--- config.mk ---
export PLATFORM = sky130hd
export DESIGN_NAME = sacl_stats
export DESIGN_NICKNAME = d
export VERILOG_FILES = /design/src/hw/rtl/sacl_pkg.sv /design/src/hw/rtl/sacl_stats.sv
export SDC_FILE = /design/constraint.sdc
export NUM_CORES = 1
export LEC_CHECK = 0
export BUFFER_PORTS_ARGS = -buffer_cell sky130_fd_sc_hd__buf_2
export CELL_PAD_IN_SITES_DETAIL_PLACEMENT = 0
export CELL_PAD_IN_SITES_GLOBAL_PLACEMENT = 1
export CORE_ASPECT_RATIO = 0.8
export CORE_MARGIN = 1
export CORE_UTILIZATION = 40
export CTS_BUF_LIST = sky130_fd_sc_hd__clkbuf_16
export DETAILED_ROUTE_END_ITERATION = 8
export PLACE_DENSITY = 0.84
export SYNTH_ARGS = -nofsm -noshare
export SYNTH_HDL_FRONTEND = slang
export SYNTH_SLANG_ARGS = --single-unit
--- constraint.sdc ---
create_clock -name clk -period 2.35 [get_ports clk]
set_input_delay 0.3525 -clock clk [delete_from_list [all_inputs] [get_ports clk]]
set_output_delay 0.3525 -clock clk [all_outputs]
set_load 0.005 [all_outputs]
--- src/hw/rtl/sacl_pkg.sv ---
// Shared types and constants for the set-associative cache lookup unit.
// No dependencies.
`default_nettype none
package sacl_pkg;
  localparam int unsigned AddrW  = 32;
  localparam int unsigned TagW   = 30;
  localparam int unsigned AgeW   = 3;
  localparam int unsigned CntW   = 32;
  localparam int unsigned CfgIdxW = 2;

  typedef enum logic [CfgIdxW-1:0] {
    CFG_OFFSET_BITS = 2'd0,
    CFG_SET_BITS    = 2'd1,
    CFG_WAY_BITS    = 2'd2
  } cfg_reg_t;

  typedef enum logic [1:0] {
    ST_CLEAR = 2'd0,
    ST_IDLE  = 2'd1,
    ST_READ  = 2'd2,
    ST_WRITE = 2'd3
  } state_t;

  // Result flags handed from the update logic to the statistics block
  typedef struct packed {
    logic valid;
    logic hit;
    logic wr;
  } stat_evt_t;
endpackage
`default_nettype wire

--- src/hw/rtl/sacl_stats.sv ---
// Seven wrapping statistics counters for the cache lookup unit.
// Depends on sacl_pkg.
`default_nettype none
module sacl_stats (
  input  wire logic                     clk,
  input  wire logic                     rst_n,
  input  wire sacl_pkg::stat_evt_t      evt,
  output logic [sacl_pkg::CntW-1:0]     total_count,
  output logic [sacl_pkg::CntW-1:0]     hit_count,
  output logic [sacl_pkg::CntW-1:0]     miss_count,
  output logic [sacl_pkg::CntW-1:0]     read_count,
  output logic [sacl_pkg::CntW-1:0]     read_hit_count,
  output logic [sacl_pkg::CntW-1:0]     write_count,
  output logic [sacl_pkg::CntW-1:0]     write_hit_count
);
  import sacl_pkg::*;

  logic [CntW-1:0] tot_r, hit_r, mis_r, rd_r, rdh_r, wr_r, wrh_r;
  logic [CntW-1:0] tot_nxt, hit_nxt, mis_nxt, rd_nxt, rdh_nxt, wr_nxt, wrh_nxt;

  // Advance counters on each finished word
  always_comb begin
    tot_nxt = tot_r;
    hit_nxt = hit_r;
    mis_nxt = mis_r;
    rd_nxt  = rd_r;
    rdh_nxt = rdh_r;
    wr_nxt  = wr_r;
    wrh_nxt = wrh_r;
    if (evt.valid) begin
      tot_nxt = tot_r + 1'b1;
      if (evt.hit) begin
        hit_nxt = hit_r + 1'b1;
      end else begin
        mis_nxt = mis_r + 1'b1;
      end
      if (evt.wr) begin
        wr_nxt = wr_r + 1'b1;
        if (evt.hit) wrh_nxt = wrh_r + 1'b1;
      end else begin
        rd_nxt = rd_r + 1'b1;
        if (evt.hit) rdh_nxt = rdh_r + 1'b1;
      end
    end
  end

  always_ff @(posedge clk) begin
    if (!rst_n) begin
      tot_r <= '0; hit_r <= '0; mis_r <= '0; rd_r <= '0;
      rdh_r <= '0; wr_r <= '0; wrh_r <= '0;
    end else begin
      tot_r <= tot_nxt; hit_r <= hit_nxt; mis_r <= mis_nxt; rd_r <= rd_nxt;
      rdh_r <= rdh_nxt; wr_r <= wr_nxt; wrh_r <= wrh_nxt;
    end
  end

  assign total_count     = tot_r;
  assign hit_count       = hit_r;
  assign miss_count      = mis_r;
  assign read_count      = rd_r;
  assign read_hit_count  = rdh_r;
  assign write_count     = wr_r;
  assign write_hit_count = wrh_r;

  // Hits and misses partition the total
  a_part: assert property (@(posedge clk) disable iff (!rst_n)
    (hit_r + mis_r) == tot_r) else $error("hit+miss != total");
  a_rw: assert property (@(posedge clk) disable iff (!rst_n)
    (rd_r + wr_r) == tot_r) else $error("read+write != total");
  a_tick: assert property (@(posedge clk) disable iff (!rst_n)
    evt.valid |=> tot_r == $past(tot_r) + 1'b1) else $error("total missed a word");
endmodule
`default_nettype wire
==> flow_summary.html <==
<table>
<tr><th>Metric</th><th>Value</th></tr>
<tr><th colspan="2">Outcome</th></tr>
<tr><td>Result of the run</td><td>finished clean</td></tr>
<tr><th colspan="2">Power</th></tr>
<tr><td>Maximum VDD drop</td><td>444 uV</td></tr>
<tr><td>Power density over the cells</td><td>576 nW/um2</td></tr>
<tr><td>PnR Total Power</td><td>7.59 mW</td></tr>
<tr><td>Leak Pwr</td><td>4.94 nW</td></tr>
<tr><th colspan="2">STA</th></tr>
<tr><td>Pin slew with the least headroom to its limit</td><td>0.592 ns</td></tr>
<tr><td>RSZ-0062 raised after global routing</td><td>false</td></tr>
<tr><td>Setup-violating endpoint count in the final report</td><td>0</td></tr>
<tr><td>Setup Skew</td><td>0.00966 ns</td></tr>
<tr><td>Max-slew violations</td><td>0</td></tr>
<tr><td>Worst slew margin relative to its limit</td><td>0.602</td></tr>
<tr><td>Hold Vio Cnt, Final</td><td>0</td></tr>
<tr><td>Minimum clock period</td><td>2.27 ns</td></tr>
<tr><td>Top achievable clock speed</td><td>441 MHz</td></tr>
<tr><td>Total negative slack for setup checks</td><td>0 ns</td></tr>
<tr><td>Final critical-path share of the clock period</td><td>0.964</td></tr>
<tr><td>Setup ws final</td><td>0.0835 ns</td></tr>
<tr><th colspan="2">Floorplan</th></tr>
<tr><td>Area of the placeable core</td><td>25,700 um2</td></tr>
<tr><td>Die W</td><td>184 um</td></tr>
<tr><td>Overall die area</td><td>27,200 um2</td></tr>
<tr><td>Height of the chip</td><td>148 um</td></tr>
<tr><td>Cell Rows</td><td>52</td></tr>
<tr><td>Effective utilization at floorplan</td><td>0.414</td></tr>
<tr><td>I/O pin count</td><td>229</td></tr>
<tr><th colspan="2">Synthesis</th></tr>
<tr><td>Share of flip-flops with an asynchronous set or reset after synthesis</td><td>0</td></tr>
<tr><td>Xor/xnor cell area share of the yosys netlist</td><td>0.0560</td></tr>
<tr><td>Cell count after synthesis</td><td>1,265</td></tr>
<tr><td>Synthesis warning total</td><td>0</td></tr>
<tr><td>Distinct cell type count after synthesis</td><td>47</td></tr>
<tr><td>Area share of fa/ha/maj cells after synthesis</td><td>0.00824</td></tr>
<tr><td>Mux share of post-synthesis cell area</td><td>0.0207</td></tr>
<tr><td>Number of nets produced by synthesis</td><td>1,277</td></tr>
<tr><td>Area of the mapped netlist</td><td>10,600 um2</td></tr>
<tr><td>Compound-gate portion of the synthesized area</td><td>0.148</td></tr>
<tr><td>Cell taking the most area after synthesis</td><td>sky130_fd_sc_hd__dfxtp_1</td></tr>
<tr><td>Most frequently used flop master after synthesis</td><td>sky130_fd_sc_hd__dfxtp_1</td></tr>
<tr><td>Top cells by area in the synthesized netlist</td><td>sky130_fd_sc_hd__dfxtp_1, sky130_fd_sc_hd__or4_1, sky130_fd_sc_hd__a21oi_1</td></tr>
<tr><td>Dominant combinational cell family by area after synthesis</td><td>simple AND/OR/NAND/NOR gates</td></tr>
<tr><td>Post-synthesis average cell area</td><td>8.40 um2</td></tr>
<tr><td>Sequential cell area fraction in the yosys report</td><td>0.422</td></tr>
<tr><td>Simple-gate area share of the yosys netlist</td><td>0.304</td></tr>
<tr><td>Number of flops mapped to enable cells by yosys</td><td>0</td></tr>
<tr><td>Number of storage elements in the synthesis netlist</td><td>224</td></tr>
<tr><td>Area share of the largest cell type after synthesis</td><td>0.422</td></tr>
<tr><th colspan="2">Place</th></tr>
<tr><td>Routability congestion estimate from global placement</td><td>0.818</td></tr>
<tr><td>Detailed-placement wirelength estimate</td><td>20,100 um</td></tr>
<tr><td>Worst setup slack before clock tree synthesis</td><td>-0.00753 ns</td></tr>
<tr><td>IO Port Bufs</td><td>228</td></tr>
<tr><th colspan="2">Setup path</th></tr>
<tr><td>CP arrival</td><td>2.70 ns</td></tr>
<tr><td>Worst Setup Path Type</td><td>reg2reg</td></tr>
<tr><td>Largest driver fanout on the critical path</td><td>13</td></tr>
<tr><td>Slowest stage delay, CP</td><td>0.77 ns</td></tr>
<tr><td>Critical path, cell by cell</td><td>ha_1, nand2_1, or4_1, buf_4, or3_1, a21oi_1</td></tr>
<tr><td>Data required time of the worst path</td><td>2.79 ns</td></tr>
<tr><td>Slowest-stage cell, CP</td><td>sky130_fd_sc_hd__or4_1</td></tr>
<tr><td>Type of origin of the critical path</td><td>flop</td></tr>
<tr><td>Kind of capture point of the worst setup path</td><td>flop</td></tr>
<tr><th colspan="2">GRT</th></tr>
<tr><td>Number of antenna violations at the first check in global routing</td><td>0</td></tr>
<tr><td>Pin count of the biggest net entering global routing</td><td>68</td></tr>
<tr><td>Combined global-route utilization of all metal layers</td><td>0.204</td></tr>
<tr><td>Wire length of the first global-routing pass</td><td>46,300 um</td></tr>
<tr><td>Gr ovfl total</td><td>0</td></tr>
<tr><td>Number of global-route vias before repair</td><td>8,872</td></tr>
<tr><th colspan="2">Detailed routing</th></tr>
<tr><td>Initial drt markers</td><td>624</td></tr>
<tr><td>Total Wirelength</td><td>28,700 um</td></tr>
<tr><td>Drt first pass iters</td><td>5</td></tr>
<tr><td>Routed len/inst</td><td>15.3 um</td></tr>
<tr><td>Antenna Violating Nets Remaining</td><td>0</td></tr>
<tr><td>Remaining routing DRC violations</td><td>0</td></tr>
<tr><td>Vias per Instance</td><td>5.54</td></tr>
<tr><td>Via Count</td><td>10,400</td></tr>
<tr><th colspan="2">CTS</th></tr>
<tr><td>Clock buffer depth</td><td>3</td></tr>
<tr><td>Count of clock tree sinks</td><td>224</td></tr>
<tr><td>Clock insertion delay at the later pin of the skew report</td><td>0.51 ns</td></tr>
<tr><td>CTS clock-pin slew for the worst setup and hold paths</td><td>0.06 ns</td></tr>
<tr><td>Number of post-CTS setup repair buffers</td><td>0</td></tr>
<tr><td>H-tree level count</td><td>1</td></tr>
<tr><td>Root buffer cell</td><td>sky130_fd_sc_hd__clkbuf_16</td></tr>
<tr><td>Post-cts hold buffer count</td><td>0</td></tr>
<tr><td>CTS buffer count</td><td>25</td></tr>
<tr><td>Clock tree from TritonCTS</td><td>done</td></tr>
<tr><td>PostCTS Resize Cnt</td><td>0</td></tr>
<tr><th colspan="2">Finish</th></tr>
<tr><td>Share of the core filled with cells</td><td>0.513</td></tr>
<tr><td>Commonest non-fill, non-tap cells in the layout</td><td>sky130_fd_sc_hd__buf_2, sky130_fd_sc_hd__dfxtp_1, sky130_fd_sc_hd__a21oi_1</td></tr>
<tr><td>Number of antenna repair diodes</td><td>0</td></tr>
<tr><td>Final-stage net count</td><td>1,519</td></tr>
<tr><td>Layout cell share with drive strength beyond 1</td><td>0.222</td></tr>
<tr><td>Layout overhead on the synthesized area</td><td>23.9%</td></tr>
<tr><td>Layout fillers</td><td>2,464</td></tr>
<tr><td>Most common library cell in the layout ignoring fill and taps</td><td>sky130_fd_sc_hd__buf_2</td></tr>
<tr><th colspan="2">Hold path</th></tr>
<tr><td>HP Class</td><td>in2reg</td></tr>
<tr><th colspan="2">Job</th></tr>
<tr><td>Number of max-cap violations</td><td>0</td></tr>
</table>
-- kinds of logic after synthesis --
family / Yosys count
mux: 22
fa+ha+maj: 7
compound gates: 265
buf+inv: 115
flops: 224
xor+xnor: 68
simple gates: 564
-- worst paths after layout --
kind | from | to | slack, ns | depth (start not counted)
setup reg to reg | write_hit_count[0] | write_hit_count[12] | 0.08 | 6
setup / recovery | write_hit_count[0] | write_hit_count[12] | 0.08 | 6
hold / removal | rst_n | miss_count[13] | 0.27 | 3
hold reg to reg | read_count[31] | read_count[31] | 0.47 | 2
-- final cells by class --
| type | instances | area [um2] | share of cell area |
|---|---|---|---|
| clock inverters | 20 | 110 | 0.00836 |
| clock buffers | 25 | 626 | 0.0475 |
| repair buffers | 296 | 1680 | 0.127 |
| well taps | 351 | 439 | 0.0333 |
| multi-input cells | 926 | 5700 | 0.433 |
| flip-flops and latches | 224 | 4480 | 0.340 |
| inverters | 34 | 133 | 0.0101 |
-- stage by stage --
stage | std cells | hold slack [ns] | cell area (um2)
5_1_grt | 1876 | 0.299 | 13200
3_3_place_gp | 1831 | 0.451 | 12400
4_1_cts | 1876 | 0.276 | 13200
6_report | 1876 | 0.275 | 13200
3_5_place_dp | 1831 | 0.463 | 12400
2_1_floorplan | 1265 | 0.459 | 10600
-- metal layers --
layer | global-route usage | share of wire | vias to the layer above
met3 | 0.0411 | 0.067 | 34
met1 | 0.309 | 0.50 | 4897
met5 | 0 | 0 | -
met4 | 0.0400 | 0.015 | 0
met2 | 0.294 | 0.42 | 241
li1 | - | - | 5230
-- synth_stat cells, types with 3 or more instances --
master and count:
sky130_fd_sc_hd__o21ai_0 46, sky130_fd_sc_hd__inv_1 33, sky130_fd_sc_hd__clkbuf_1 71, sky130_fd_sc_hd__o21a_1 4
sky130_fd_sc_hd__nand2_1 97, sky130_fd_sc_hd__nand4_1 65, sky130_fd_sc_hd__a21oi_1 127, sky130_fd_sc_hd__and3_1 12
sky130_fd_sc_hd__nor4_1 25, sky130_fd_sc_hd__or2_2 6, sky130_fd_sc_hd__o31a_1 3, sky130_fd_sc_hd__and4_1 22
sky130_fd_sc_hd__o41ai_1 3, sky130_fd_sc_hd__buf_1 4, sky130_fd_sc_hd__nor3_1 14, sky130_fd_sc_hd__and2_1 11
sky130_fd_sc_hd__o31ai_1 77, sky130_fd_sc_hd__nor2_1 73, sky130_fd_sc_hd__nand2b_1 20, sky130_fd_sc_hd__dfxtp_1 224
sky130_fd_sc_hd__xor2_1 33, sky130_fd_sc_hd__nand3_1 63, sky130_fd_sc_hd__or3_1 45, sky130_fd_sc_hd__or4_1 90
sky130_fd_sc_hd__buf_2 5, sky130_fd_sc_hd__mux2i_1 22, sky130_fd_sc_hd__xnor2_1 35, sky130_fd_sc_hd__ha_1 7
-- sequential cells by signal (all words and copies together), names as in the netlist --
name,count
write_count,32
read_hit_count,32
hit_count,32
write_hit_count,32
miss_count,32
total_count,32
read_count,32
-- worst max-delay path: cells and delay by family (launching register included) --
family / cells / cell delay (ns)
buffers and inverters: 1 / 0.26
flip-flops: 1 / 0.40
adder cells (fa/ha/maj): 1 / 0.18
AO/OA/AOI/OAI: 1 / 0.16
AND/OR/NAND/NOR: 3 / 1.19
-- power breakdown --
group / switching, mW / internal [mW]
Sequential: 0.0166 / 3.81
Clock: 1.54 / 2.03
Combinational: 0.135 / 0.0640
Total: 1.69 / 5.90
No activity file was read; power rests on OpenSTA's default activity.
